File: src/rtl/ptpd_pkg.sv
// Package for the pen/touch packet deframer: beat types, codes and state layout.
`default_nettype none
package ptpd_pkg;

  localparam int unsigned PenPayloadBytesDef = 22;
  localparam int unsigned FingerSlotBytesDef = 10;
  localparam int unsigned MaxFingersRst      = 10;

  // Long enough for 15 fingers of 16-byte slots or 64 pen bytes.
  localparam int unsigned LenW = 8;

  localparam logic [7:0] TypePen       = 8'h01;
  localparam logic [7:0] TypeTouch     = 8'h02;
  localparam logic [7:0] TypeHeartbeat = 8'h03;
  localparam int unsigned HeartbeatLen   = 3;
  localparam int unsigned TouchHeaderLen = 2;

  typedef enum logic [2:0] {
    PhType      = 3'd0,
    PhHeartbeat = 3'd1,
    PhCount     = 3'd2,
    PhPayload   = 3'd3,
    PhDiscard   = 3'd4
  } phase_e;

  typedef enum logic [1:0] {
    KindPen      = 2'd0,
    KindTouch    = 2'd1,
    KindBadCount = 2'd2,
    KindBadType  = 2'd3
  } kind_e;

  typedef struct packed {
    logic [7:0] data_byte;
    logic       transfer_end;
  } in_beat_t;

  typedef struct packed {
    kind_e      kind;
    logic [7:0] payload_byte;
    logic [6:0] byte_index;
    logic [3:0] finger_count;
    logic       last;
  } out_beat_t;

  typedef struct packed {
    phase_e          phase;
    logic [LenW-1:0] bytes_left;
    logic [LenW-1:0] payload_pos;
    logic            packet_kind;
    logic [3:0]      held_count;
  } dfr_state_t;

endpackage
`default_nettype wire

File: src/rtl/ptpd_step.sv
// Next-state and result logic for one input beat of the deframer.
`default_nettype none
module ptpd_step import ptpd_pkg::*; #(
  parameter int unsigned PenPayloadBytes = PenPayloadBytesDef,
  parameter int unsigned FingerSlotBytes = FingerSlotBytesDef
) (
  input  dfr_state_t state_i,
  input  in_beat_t   beat_i,
  input  logic [3:0] max_fingers_i,
  output dfr_state_t state_o,
  output logic       emit_o,
  output out_beat_t  res_o
);

  logic [LenW-1:0] left_dec;
  logic            pay_last;

  assign left_dec = (state_i.bytes_left == '0) ? '0 : state_i.bytes_left - LenW'(1);
  assign pay_last = (state_i.bytes_left <= LenW'(1));

  always_comb begin
    state_o = state_i;
    emit_o  = 1'b0;
    res_o   = '{kind: KindBadType, payload_byte: 8'h00, byte_index: 7'd0,
                finger_count: 4'd0, last: 1'b1};
    case (state_i.phase)
      PhHeartbeat: begin
        state_o.bytes_left = left_dec;
        if (left_dec == '0) state_o.phase = PhType;
      end
      PhCount: begin
        if (beat_i.data_byte == 8'h00 || beat_i.data_byte > {4'h0, max_fingers_i}) begin
          emit_o           = 1'b1;
          res_o.kind       = KindBadCount;
          state_o.phase    = beat_i.transfer_end ? PhType : PhDiscard;
          state_o.bytes_left  = '0;
          state_o.payload_pos = '0;
        end else begin
          state_o.held_count  = beat_i.data_byte[3:0];
          state_o.bytes_left  = LenW'(beat_i.data_byte[3:0]) * LenW'(FingerSlotBytes);
          state_o.payload_pos = '0;
          state_o.phase       = PhPayload;
        end
      end
      PhPayload: begin
        emit_o             = 1'b1;
        res_o.kind         = state_i.packet_kind ? KindTouch : KindPen;
        res_o.payload_byte = beat_i.data_byte;
        res_o.byte_index   = state_i.payload_pos[6:0];
        res_o.finger_count = state_i.packet_kind ? state_i.held_count : 4'd0;
        res_o.last         = pay_last;
        state_o.payload_pos = state_i.payload_pos + LenW'(1);
        state_o.bytes_left  = left_dec;
        if (pay_last) begin
          state_o.phase       = PhType;
          state_o.bytes_left  = '0;
          state_o.payload_pos = '0;
        end
      end
      PhDiscard: begin
        if (beat_i.transfer_end) state_o.phase = PhType;
      end
      default: begin
        if (beat_i.data_byte == TypeHeartbeat) begin
          state_o.bytes_left = LenW'(HeartbeatLen - 1);
          state_o.phase      = PhHeartbeat;
        end else if (beat_i.data_byte == TypePen) begin
          state_o.packet_kind = 1'b0;
          state_o.held_count  = 4'd0;
          state_o.bytes_left  = LenW'(PenPayloadBytes);
          state_o.payload_pos = '0;
          state_o.phase       = PhPayload;
        end else if (beat_i.data_byte == TypeTouch) begin
          state_o.packet_kind = 1'b1;
          state_o.bytes_left  = LenW'(TouchHeaderLen - 1);
          state_o.payload_pos = '0;
          state_o.phase       = PhCount;
        end else begin
          emit_o              = 1'b1;
          res_o.kind          = KindBadType;
          state_o.phase       = beat_i.transfer_end ? PhType : PhDiscard;
          state_o.bytes_left  = '0;
          state_o.payload_pos = '0;
        end
      end
    endcase
  end

endmodule
`default_nettype wire

File: src/rtl/pen_touch_packet_deframer.sv
// Top level of the pen/touch packet deframer.
// Takes one stream byte per cycle and emits pen or touch payload bytes tagged with
// kind, index, finger count and a last mark; heartbeats are dropped, and a bad type
// or finger count gives one error beat and discards to the end of the transfer.
// Each accepted byte is decoded into the state and result registers, so results
// appear in the cycle after acceptance and a byte can be taken every cycle;
// in_ready_o is high while the result register is empty or being taken. The user
// writes max_fingers via cfg_we_i / cfg_wdata_i only while idle; it is not enforced.
`default_nettype none
module pen_touch_packet_deframer import ptpd_pkg::*; #(
  parameter int unsigned PenPayloadBytes = PenPayloadBytesDef,
  parameter int unsigned FingerSlotBytes = FingerSlotBytesDef
) (
  input  logic       clk_i,
  input  logic       rst_ni,
  input  logic       cfg_we_i,
  input  logic [3:0] cfg_wdata_i,
  input  logic       in_valid_i,
  output logic       in_ready_o,
  input  in_beat_t   in_data_i,
  output logic       out_valid_o,
  input  logic       out_ready_i,
  output out_beat_t  out_data_o
);

  dfr_state_t state_q, state_d;
  logic [3:0] max_fingers_q;
  logic       out_valid_q;
  out_beat_t  out_data_q;
  logic       emit;
  out_beat_t  res;
  logic       in_acc;

  assign in_ready_o = ~out_valid_q | out_ready_i;
  assign in_acc     = in_valid_i & in_ready_o;

  ptpd_step #(
    .PenPayloadBytes(PenPayloadBytes),
    .FingerSlotBytes(FingerSlotBytes)
  ) u_step (
    .state_i      (state_q),
    .beat_i       (in_data_i),
    .max_fingers_i(max_fingers_q),
    .state_o      (state_d),
    .emit_o       (emit),
    .res_o        (res)
  );

  always_ff @(posedge clk_i or negedge rst_ni) begin
    if (!rst_ni) begin
      state_q       <= '{phase: PhType, bytes_left: '0, payload_pos: '0,
                         packet_kind: 1'b0, held_count: 4'd0};
      max_fingers_q <= 4'(MaxFingersRst);
      out_valid_q   <= 1'b0;
    end else begin
      if (cfg_we_i) max_fingers_q <= cfg_wdata_i;
      if (in_acc) begin
        state_q     <= state_d;
        out_valid_q <= emit;
      end else if (out_ready_i) begin
        out_valid_q <= 1'b0;
      end
    end
  end

  always_ff @(posedge clk_i) begin
    if (in_acc && emit) out_data_q <= res;
  end

  assign out_valid_o = out_valid_q;
  assign out_data_o  = out_data_q;

endmodule
`default_nettype wire

File: config.mk
export PLATFORM = sky130hd
export DESIGN_NAME = pen_touch_packet_deframer
export DESIGN_NICKNAME = d
export VERILOG_FILES = /design/src/rtl/ptpd_pkg.sv /design/src/rtl/ptpd_step.sv /design/src/rtl/pen_touch_packet_deframer.sv
export SDC_FILE = /design/constraint.sdc
export NUM_CORES = 1
export LEC_CHECK = 0
export BUFFER_PORTS_ARGS = -buffer_cell sky130_fd_sc_hd__buf_4
export CORE_MARGIN = 3
export CORE_UTILIZATION = 50
export DETAILED_ROUTE_END_ITERATION = 16
export PLACE_DENSITY_LB_ADDON = 0.2
export SYNTH_ARGS = -nofsm -noshare
export SYNTH_HDL_FRONTEND = slang
export SYNTH_SLANG_ARGS = --single-unit
export TNS_END_PERCENT = 20
File: constraint.sdc
create_clock -name clk_i -period 8.34 [get_ports clk_i]
set_input_delay 0.417 -clock clk_i [delete_from_list [all_inputs] [get_ports clk_i]]
set_output_delay 0.417 -clock clk_i [all_outputs]
set_load 0.01 [all_outputs]
# ---- After elaboration in Yosys (flattened, before gate mapping)
# Index checks and enable logic that the tools add are counted.
dict set report classes {
  order_cmp 2
  n_mul 1
  n_eq_ne 13
  add_sub_neg 2
  mux 27
  n_reduce_logical 17
  bitwise_logic 8
}
# cell n
set ops {}
lappend ops {{two-way mux 19 bit} 3}
lappend ops {{case mux 8 bit (4 select lines)} 1}
lappend ops {{zero test 8 bit} 3}
lappend ops {{case mux 8 bit (3 select lines)} 1}
lappend ops {{two-way mux 20 bit} 1}
lappend ops {{== test 8 x 2 -> 1 bit, second input constant} 2}
lappend ops {{two-way mux 13 bit} 1}
lappend ops {{case mux 3 bit (4 select lines)} 1}
lappend ops {{two-way mux 11 bit} 1}
lappend ops {{two-way mux 1 bit} 9}
lappend ops {{two-way mux 3 bit} 3}
lappend ops {{adder 8 x 1 -> 8 bit, second input constant} 1}
lappend ops {{== test 8 x 1 -> 1 bit, second input constant} 1}
lappend ops {{greater-than comparator 8 x 4 -> 1 bit} 1}
lappend ops {{<= comparator 8 x 1 -> 1 bit, second input constant} 1}
lappend ops {{two-way mux 4 bit} 2}
lappend ops {{two-way mux 8 bit} 1}
lappend ops {{case mux 4 bit (2 select lines)} 1}
lappend ops {{AND reduction 4 bit} 2}
lappend ops {{subtractor 8 x 1 -> 8 bit, second input constant} 1}
lappend ops {{multiplier 4 x 3 -> 7 bit, second input constant} 1}
lappend ops {{== test 3 x 2 -> 1 bit, second input constant} 2}
lappend ops {{inequality test 2 bit, second input constant} 3}
lappend ops {{NOT 1 bit} 6}
lappend ops {{17 further kinds} 21}
dict set report totals {
  ff_bits 51
  wordCells 82
  out_inout_bits 24
}

# ---- Depth between registers and ports, before layout
# Gate-level depths: netlist of run 1.
dict set report depth {
  ltp_word 6
  mapped_depth 8
  ltp_nobuf 8
}

# ---- Cells and area by module
# From an unflattened synthesis of run 1, not the netlist that was laid out.
dict set report hier_totals {
  hier_cells 275
  hier_area_um2 3181.8
}
# mod seq_area_each_um2 instances cells_each area_each_um2
set modules_own_cells {}
lappend modules_own_cells {pen_touch_packet_deframer 1388.8 1 86 1858.0}
lappend modules_own_cells {ptpd_step 0.0 1 189 1323.8}

# ---- Least setup slack after synthesis of run 1
# Ideal clock, no wire load.
dict set report synth_path {
  kind {in2reg}
  startpoint {in in_data_i[1] (netlist bit)}
  endpoint {reg out_data_q, in the netlist out_data_o[0] (enable)}
  stages 7
  setup_ns 0.401
  path_buffers 1
  slack_ns 5.437
  arrival_time_ns 2.502
  cell_sequence {clkbuf_1 > inv_1 > ha_1 > a41o_1 > o22ai_1 > nor3_1 > nor2_1}
}
dict set report synth_via {
  elab_chain_cells 6
}
# item line_no
set synth_lines {}
lappend synth_lines {{from (decl)} pen_touch_packet_deframer.sv:20} ;# input in_beat_t in_data_i,
lappend synth_lines {{branches (longest 4 deep; another with greater-than comparator 8 x 4 -> 1 bit)} --}
lappend synth_lines {{case mux 1 bit (3 select lines) *} ptpd_step.sv:26} ;# case (state_i.phase)
lappend synth_lines {{logical AND 1 bit *} pen_touch_packet_deframer.sv:67} ;# if (in_acc && emit) out_data_q <= res;
lappend synth_lines {{to (signal assigned)} pen_touch_packet_deframer.sv:67}
lappend synth_lines {{to (decl)} pen_touch_packet_deframer.sv:29} ;# out_beat_t out_data_q;
# Every way passes the cells marked *.
# A chain may end at the register's enable or synchronous reset.

# ---- Final worst setup path of run 1
dict set report layout_path {
  startpoint {reg max_fingers_q[3]}
  endpoint {reg out_data_q, in the netlist out_data_o[1] (enable)}
}
dict set report layout_via {
  elab_chain_cells 5
}
# item line_no
set layout_lines {}
lappend layout_lines {{from (decl)} pen_touch_packet_deframer.sv:27} ;# logic [3:0] max_fingers_q;
lappend layout_lines {{from (signal assigned)} pen_touch_packet_deframer.sv:53} ;# max_fingers_q <= 4'(MaxFingersRst);
lappend layout_lines {{from (signal assigned)} pen_touch_packet_deframer.sv:56} ;# if (cfg_we_i) max_fingers_q <= cfg_wdata_i;
lappend layout_lines {{greater-than comparator 8 x 4 -> 1 bit} ptpd_step.sv:32} ;# if (beat_i.data_byte == 8'h00 || beat_i.data_byte > {4'h0, max_fingers_i}) begin
lappend layout_lines {{logical OR 1 bit} ptpd_step.sv:32}
lappend layout_lines {{two-way mux 1 bit} ptpd_step.sv:32}
lappend layout_lines {{case mux 1 bit (3 select lines)} ptpd_step.sv:26}
lappend layout_lines {{logical AND 1 bit} pen_touch_packet_deframer.sv:67}
# Every way passes these cells.

==> results.cfg, run 1 <==
[die]
coreArea_sq_mm = 0.00530
die_width_um = 81.2
start_util = 0.534
pin_count = 42
die_h_um = 81.2
dieArea_sq_mm = 0.00660
rows = 26

[setup_path]
cp_slowest_cell = nor2_2
critPathRequiredTime_ps = 8280
ff2ff_path_depth = 7
end_kind = flip-flop
critPathMaxStageDelay_ps = 790
arrival_ps = 2720
start_kind = flip-flop
cp_max_fo = 22
path_cells = inv_1 -> ha_1 -> a21oi_1 -> a41o_1 -> o22ai_1 -> nor3_1 -> nor2_2
criticalPathCategory = reg2reg

[synthesis]
ys_types = 68
ys_seq_elements = 50
netlist_area_sq_mm = 0.00283
syn_area_per_cell_sq_um = 10.6
synth_edf_count = 22
yosys_warnings = 0
syn_nets = 299
dominantRegCellSynth = dfrtp_1
synth-seq-area-share = 0.482
async_reset_ff_frac = 0.560
syn_inst = 268

[drt]
drt_iter0_markers = 235
route.detailed.drc = 0
dr.pass1.iters = 4
via_count = 2228
drt-vias-per-instance = 5.88
wl_mm = 6.44
final_antenna_net_count = 0
wl_per_cell_um = 17.0

[clocking]
cts_max_path_buffers = 2
cts_buffers = 5
ctsResizeCount = 0
clk_pin_slew_ps = 100
cts_max_level = 2
post_cts_buffers = 0
hold_buffers = 0
clock-sinks = 50
clock_latency_ps = 310
cts_root_buf = clkbuf_8
cts_tree = done

[final_layout]
multi_input_area_sq_mm = 0.00138
area_growth_pct = 16.9
nFillCells = 451
antennaDiodeCount = 0
final_util = 0.624
drive_above_1_share = 0.223
finish.instance_area_sq_mm = 0.00331
regArea_sq_mm = 0.00136
nets = 339

[grt]
antenna_found_initial = 0
grt_use_total = 0.213
grt_pass1_wl_mm = 10.6
grt_overflow_total = 0
grt_max_degree = 29
grt_pass1_vias = 2141

[outcome]
status = finished, final reports clean

[sta]
final_hold_viol_count = 0
rsz0062_at_grt = false
timing.setup.tns_ps = 0
fmax_mhz = 359
worstMarginPinSlew_ps = 997
slew_viol_final = 0
setup_slack_ps = 5560
finalClockSkew_ps = 7.86
maxSlewHeadroom = 0.335
period_needed_ps = 2780
setup_viol = 0
period_share = 0.334

[pwr]
power.density_mw_per_mm2 = 246
p_leak_nw = 1.40
peakVddDrop_v = 0.000101

[placement]
gp_congestion = 0.938
dpl-instance-area_sq_mm = 0.00319
dp_hpwl_mm = 4.88
portBuffers = 41
place_ws_ps = 5550

[run]
maxCapViolations = 0

[min_path]
worstHoldPathType = in2async
[flip-flops by register name, indices dropped and copies added, names as in the netlist]
signal         cells
state_q           23
out_data_o        22
max_fingers_q      4
out_valid_o        1
[path summary, 6_finish.rpt]
kind	start	end	slack, ps
setup / recovery	max_fingers_q[3]	out_data_o[1]	5560
hold / removal	rst_ni	state_q[16]	0.5
setup reg to reg	max_fingers_q[3]	out_data_o[1]	5560
hold reg to reg	state_q[10]	state_q[10]	500
max in group asynchronous	rst_ni	max_fingers_q[3]	8030
min in group clk_i	cfg_wdata_i[2]	max_fingers_q[2]	300
[report_power, final]
part	internal, mW	switching, mW	total, mW	leakage [nW]
clock network	0.0915	0.0899	0.181	0.0563
logic	0.116	0.165	0.281	0.767
registers	0.315	0.0350	0.350	0.575
total	0.523	0.290	0.813	1.40
[cell usage after synthesis, drive strengths merged, types with 4 or more instances]
cell / number / area (sq um)
and3: 6 / 37.5
nor3: 7 / 35.0
nor4: 6 / 65.1
edfxtp: 22 / 661
nand3: 7 / 35.0
ha: 12 / 150
inv: 13 / 48.8
o21ai: 22 / 110
nor2b: 6 / 37.5
and2: 16 / 101
clkbuf: 5 / 18.8
nand2b: 8 / 50.1
a21oi: 7 / 50.1
a221o: 4 / 40.0
nand2: 26 / 105
dfrtp: 26 / 651
nor2: 20 / 82.6
[cells by family (layout without fill, tap and decap cells)]
group,count (synthesis),in the layout,share of synthesized area
mux,4,4,0.0150
compound gates,62,62,0.168
simple gates,114,114,0.233
xor+xnor,4,4,0.0124
buf+inv,21,62,0.0301
fa+ha+maj,13,13,0.0601
flops,50,50,0.482
[worst max-delay path: cells and delay by family, from the launching register on]
kind	cells	cell delay (ps)
simple gates	2	900
buf+inv	1	50
compound gates	3	580
fa+ha+maj	1	350
flops	1	530
[layer usage]
| metal | vias up | routed length (um) | track usage |
|---|---|---|---|
| li1 | 1069 | - | - |
| met1 | 1071 | 2830 | 0.295 |
| met2 | 77 | 3120 | 0.347 |
| met3 | 11 | 388 | 0.0277 |
| met4 | 0 | 106 | 0.0676 |
| met5 | - | 0 | 0 |
[stage by stage]
stage	hold WS, ps	instances	power [mW]
final	0.527	379	0.813
after global routing	23.3	379	0.859
after CTS	13.3	379	0.815
after detailed placement	358	371	0.637
after global placement	360	371	0.631
after floorplan	121	268	0.533
[layout by cell type (no fill, tap or decap), types with 2 or more instances in the layout]
cell / count
buf_4: 41
dfrtp_1: 26
nand2_1: 25
edfxtp_1: 22
nor2_1: 18
and2_1: 13
ha_1: 12
inv_1: 11
o21ai_1: 11
o21ai_0: 11
nand2b_1: 8
nand3_1: 7
nor3_1: 7
nor2b_1: 6
and3_1: 6
a21oi_1: 5
clkbuf_8: 5
a221o_1: 4
xnor2_1: 3
nor4_1: 3
o211ai_1: 2
o22ai_1: 2
or4_1: 2
nor4_2: 2
and2_0: 2
o31ai_1: 2
inv_2: 2
mux2i_1: 2
o21a_1: 2
a22o_1: 2
nor3b_1: 2
a211o_1: 2
a32o_1: 2
dfstp_2: 2
[cell type report]
| class | instances | area share |
|---|---|---|
| tap | 70 | 0.0265 |
| clock buffer | 5 | 0.0208 |
| clock inverter | 3 | 0.0148 |
| sequential | 50 | 0.412 |
| inverter | 13 | 0.0148 |
| timing repair buffer | 41 | 0.0930 |
| multi-input combinational | 197 | 0.418 |
No activity file was read; power rests on OpenSTA's default activity.
==> run 2: changes to the inputs <==
==> constraint.sdc (replaced) <==
create_clock -name clk_i -period 2.4 [get_ports clk_i]
set_input_delay 0.12 -clock clk_i [delete_from_list [all_inputs] [get_ports clk_i]]
set_output_delay 0.12 -clock clk_i [all_outputs]
set_load 0.01 [all_outputs]
==> run 2 against run 1 <==
Net effect: cell area grew 2.2%; setup slack got worse by 5400 ps; maximum frequency grew 23%; clock skew shrank 2.3 ps; hold slack improved by 12 ps; via count is 1.5% higher; combinational power grew to 3.9 times the previous value; wire length decreased by 3.3%; first-iteration DRC count down 22%; critical endpoint is now out_data_o[20]; largest cell class unchanged.
==> results.cfg, run 2 (synthesis gave the netlist of run 1 again) <==
[sta]
maxSlewHeadroom = 0.585
setup_slack_ps = 132
worstMarginPinSlew_ps = 618
timing.setup.tns_ps = 0
period_needed_ps = 2270
final_hold_viol_count = 0
slew_viol_final = 0
period_share = 0.945
setup_viol = 0
finalClockSkew_ps = 5.53
rsz0062_at_grt = false
fmax_mhz = 441

[grt]
grt_use_total = 0.207
grt_max_degree = 29
grt_pass1_vias = 2148
grt_overflow_total = 0
met1_usage = 0.287
grt_util_met3 = 0.0455
busiest_layer = met2
antenna_found_initial = 0
grt_pass1_wl_mm = 10.5
use_met2 = 0.327

[final_layout]
antennaDiodeCount = 0
area_growth_pct = 19.5
fin_cells = 389
layout_commonest_cell = buf_4
largest_reg_flops = 23
layout_common_cells = buf_4, dfrtp_1, nand2_1
regMostFlops = state_q
nets = 349
drive_above_1_share = 0.241
nFillCells = 448
finish.instance_area_sq_mm = 0.00338

[clocking]
cts_buffers = 5
clock_latency_ps = 310
cts_max_path_buffers = 2
cts_max_level = 2
cts_tree = done
clk_pin_slew_ps = 100
ctsResizeCount = 0
hold_buffers = 2
post_cts_buffers = 0
cts_root_buf = clkbuf_8
clock-sinks = 50

[setup_path]
arrival_ps = 2340
criticalPathCategory = reg2reg
cp_max_fo = 22
start_kind = flip-flop
timing.rr.start = max_fingers_q[3]
ff2ff_path_depth = 8
reg2reg_to = out_data_o[20]
end_kind = flip-flop
critPathRequiredTime_ps = 2470
rrSetupSlack_ps = 130

[drt]
drt_iter0_markers = 183
route.detailed.drc = 0
wl_per_cell_um = 16.0
via_count = 2262
drt-vias-per-instance = 5.81
wl_mm = 6.23
final_antenna_net_count = 0
dr.pass1.iters = 5

[placement]
portBuffers = 41
gp_congestion = 0.908
place_ws_ps = 171
dp.cells = 379
dp_hpwl_mm = 4.67
dpl-instance-area_sq_mm = 0.00327

[min_path]
min_from = cfg_wdata_i[2]
worstHoldPathType = in2reg
min_path_cells = 3
holdPathEnd = max_fingers_q[2]

[die]
start_util = 0.534
rows = 26
dieArea_sq_mm = 0.00660
pin_count = 42
die_h_um = 81.2
die_width_um = 81.2
coreArea_sq_mm = 0.00530

[pwr]
pwr-share-seq = 0.428
p_int_mw = 1.78
peakVddDrop_v = 0.000346
p_sw_mw = 1.01
clockPowerShare = 0.182
p_comb_frac = 0.390
p_leak_nw = 1.44
p_sw_frac = 0.363
power.density_mw_per_mm2 = 827

[run]
maxCapViolations = 0

[outcome]
status = finished, final reports clean
==> run 2: worst max-delay path by stage <==
stage / from / endpoint / slack (ps) / depth (start not counted)
2_1_floorplan: max_fingers_q[3] / out_data_o[0] / 180 / 7
3_3_place_gp: max_fingers_q[3] / out_data_o[8] / 250 / 8
3_5_place_dp: max_fingers_q[3] / out_data_o[1] / 170 / 8
4_1_cts: max_fingers_q[3] / out_data_o[3] / 150 / 8
5_1_grt: max_fingers_q[3] / out_data_o[18] / 20 / 8
6_report: max_fingers_q[3] / out_data_o[20] / 130 / 8
==> run 2: area by class of cell <==
| cell class | instances | area [sq um] | area share |
|---|---|---|---|
| Sequential cell | 50 | 1360 | 0.403 |
| Multi-Input combinational cell | 197 | 1390 | 0.410 |
| Clock buffer | 5 | 68.8 | 0.0204 |
| Tap cell | 70 | 87.6 | 0.0259 |
| Timing Repair Buffer | 51 | 400 | 0.118 |
| Clock inverter | 3 | 23.8 | 0.00703 |
| Inverter | 13 | 48.8 | 0.0144 |
==> run 2: through the flow <==
stage / power [mW] / hold slack [ps] / utilization
3_3_place_gp: 2.28 / 64.3 / 0.616
2_1_floorplan: 1.86 / -176 / -
4_1_cts: 2.81 / 10.9 / 0.638
6_report: 2.79 / 12.8 / 0.638
5_1_grt: 2.97 / 30.2 / 0.638
3_5_place_dp: 2.30 / 65.2 / 0.616
==> run 2: metal layers <==
| layer | share of wire | routed length [um] |
|---|---|---|
| met5 | 0 | 0 |
| met4 | 0.013 | 82 |
| met3 | 0.070 | 435 |
| met1 | 0.46 | 2870 |
| met2 | 0.46 | 2850 |
==> run 2: worst max-delay path, stage by stage (launching register included) <==
cell and delay [ps]:
dfstp_2 530, inv_1 50, ha_1 330, a21oi_1 150, a41o_1 200, o22ai_1 130
nor3_1 410, nor2_4 60, buf_12 170
==> run 2: power groups by stage <==
| stage | clock [mW] | sequential [mW] | combinational, mW |
|---|---|---|---|
| after floorplan | 0 | 1.24 | 0.627 |
| after global placement | 0 | 1.21 | 1.07 |
| after detailed placement | 0 | 1.22 | 1.09 |
| after CTS | 0.521 | 1.20 | 1.09 |
| after global routing | 0.555 | 1.22 | 1.20 |
| final | 0.508 | 1.20 | 1.09 |
==> run 3: changes to the inputs <==
--- a/config.mk
+++ b/config.mk
@@ -7,8 +7,9 @@
 export LEC_CHECK = 0
 export BUFFER_PORTS_ARGS = -buffer_cell sky130_fd_sc_hd__buf_4
 export CORE_MARGIN = 3
-export CORE_UTILIZATION = 50
+export CORE_UTILIZATION = 51
 export DETAILED_ROUTE_END_ITERATION = 16
+export GPL_ROUTABILITY_DRIVEN = 0
 export PLACE_DENSITY_LB_ADDON = 0.2
 export SYNTH_ARGS = -nofsm -noshare
 export SYNTH_HDL_FRONTEND = slang
==> run 3 against run 2 <==
Net effect: flip-flop and latch count unchanged; setup slack better by 62 ps; global-route usage shrank 0.64 points; combinational power about the same; non-clock buffer count is 1 higher; critical path depth did not move; register-to-register slack improved by 60 ps; critical endpoint unchanged; largest power group unchanged.
==> results.cfg, run 3 (synthesis gave the netlist of run 1 again) <==
[sta]
fmax_mhz = 453
hold_slack_ps = 26.4
finalClockSkew_ps = 7.70
rsz0062_at_grt = false
period_share = 0.919
slew_viol_final = 0
period_needed_ps = 2210
setup_viol = 0
maxSlewHeadroom = 0.616
timing.setup.tns_ps = 0
worstMarginPinSlew_ps = 573
final_hold_viol_count = 0

[drt]
drt_iter0_markers = 106
drt-vias-per-instance = 5.62
met1_length_mm = 2.64
met2_length_mm = 2.91
via_count = 2190
wl_per_cell_um = 15.3
dr_wl_met3_um = 355
dr.pass1.iters = 4
route.detailed.drc = 0
final_antenna_net_count = 0
wl_mm = 5.96
maxUsedRoutingLayer = met4

[setup_path]
critPathRequiredTime_ps = 2420
reg2reg_to = out_data_o[20]
start_kind = flip-flop
end_kind = flip-flop
rrSetupSlack_ps = 190
timing.rr.start = max_fingers_q[3]
arrival_ps = 2220
criticalPathCategory = reg2reg
cp_max_fo = 22
ff2ff_path_depth = 8

[grt]
grt_overflow_total = 0
grt_pass1_vias = 2075
grt_max_degree = 29
grt_pass1_wl_mm = 10.0
antenna_found_initial = 0
grt_use_total = 0.200

[die]
rows = 26
dieArea_sq_mm = 0.00648
die_width_um = 80.5
coreArea_sq_mm = 0.00524
die_h_um = 80.5
start_util = 0.540
pin_count = 42

[final_layout]
drive_above_1_share = 0.247
antennaDiodeCount = 0
area_growth_pct = 19.9
layout_commonest_cell = buf_4
nets = 350
largest_reg_flops = 23
nFillCells = 426
layout_common_cells = buf_4, dfrtp_1, nand2_1
regMostFlops = state_q

[clocking]
cts_max_level = 2
clock-sinks = 50
cts_max_path_buffers = 2
cts_tree = done
clock_latency_ps = 300
post_cts_buffers = 0
cts_buffers = 5
clk_pin_slew_ps = 90
cts_root_buf = clkbuf_8

[pwr]
power.density_mw_per_mm2 = 820
peakVddDrop_v = 0.000378
p_leak_nw = 1.44
p_total_mw = 2.78

[placement]
portBuffers = 41
dp_hpwl_mm = 4.61

[min_path]
min_path_cells = 3
worstHoldPathType = in2reg
holdPathEnd = max_fingers_q[2]
min_from = cfg_wdata_i[2]

[outcome]
status = finished, final reports clean

[run]
maxCapViolations = 0
-- run 3: per-stage QoR --
stage	cell area [sq um]	utilization	setup slack, ps	cells
after CTS	3390	0.647	131	390
after floorplan	2840	-	177	268
final	3390	0.648	193	390
after global routing	3390	0.648	74.5	390
after global placement	3280	0.625	233	380
after detailed placement	3280	0.625	155	380
-- run 3: final cells by class --
class | count | area, sq um | share of cell area
Clock buffer | 5 | 68.8 | 0.0203
Clock inverter | 3 | 23.8 | 0.00701
Inverter | 13 | 48.8 | 0.0144
Multi-Input combinational cell | 197 | 1390 | 0.410
Sequential cell | 50 | 1360 | 0.402
Tap cell | 70 | 87.6 | 0.0258
Timing Repair Buffer | 52 | 408 | 0.120
-- run 3: critical path, stage by stage (launching register included) --
cell     delay, ps
dfstp_2        530
inv_1           50
ha_1           350
a21oi_1         90
a41o_1         260
o22ai_1        260
nor3_2         100
nor2_4         110
buf_12         170
-- run 3: power by group --
group	internal (mW)	leakage (nW)	switching (mW)
Clock	0.209	0.0408	0.290
Sequential	1.09	0.575	0.101
Combinational	0.486	0.827	0.606
-- run 3: routing by layer --
layer | track usage | up-vias
met1 | 0.278 | 1028
met5 | 0 | -
li1 | - | 1087
met2 | 0.325 | 69
met4 | 0.0524 | 0
met3 | 0.0348 | 6
-- run 3: repair_timing --
action | CTS | global route
gates resized for setup | 0 | 1
setup endpoints to repair | 0 | 8
hold buffers | 2 | 0
hold endpoints to repair | 28 | 0
-- run 3: how the worst max path moves through the flow --
stage                     startpoint              to  slack [ps]  depth (start not counted)
floorplan           max_fingers_q[3]   out_data_o[0]         180                          7
global placement    max_fingers_q[3]   out_data_o[0]         230                          8
detailed placement  max_fingers_q[3]   out_data_o[3]         150                          8
CTS                 max_fingers_q[3]   out_data_o[3]         130                          8
global route        max_fingers_q[3]   out_data_o[4]          70                          8
finish              max_fingers_q[3]  out_data_o[20]         190                          8
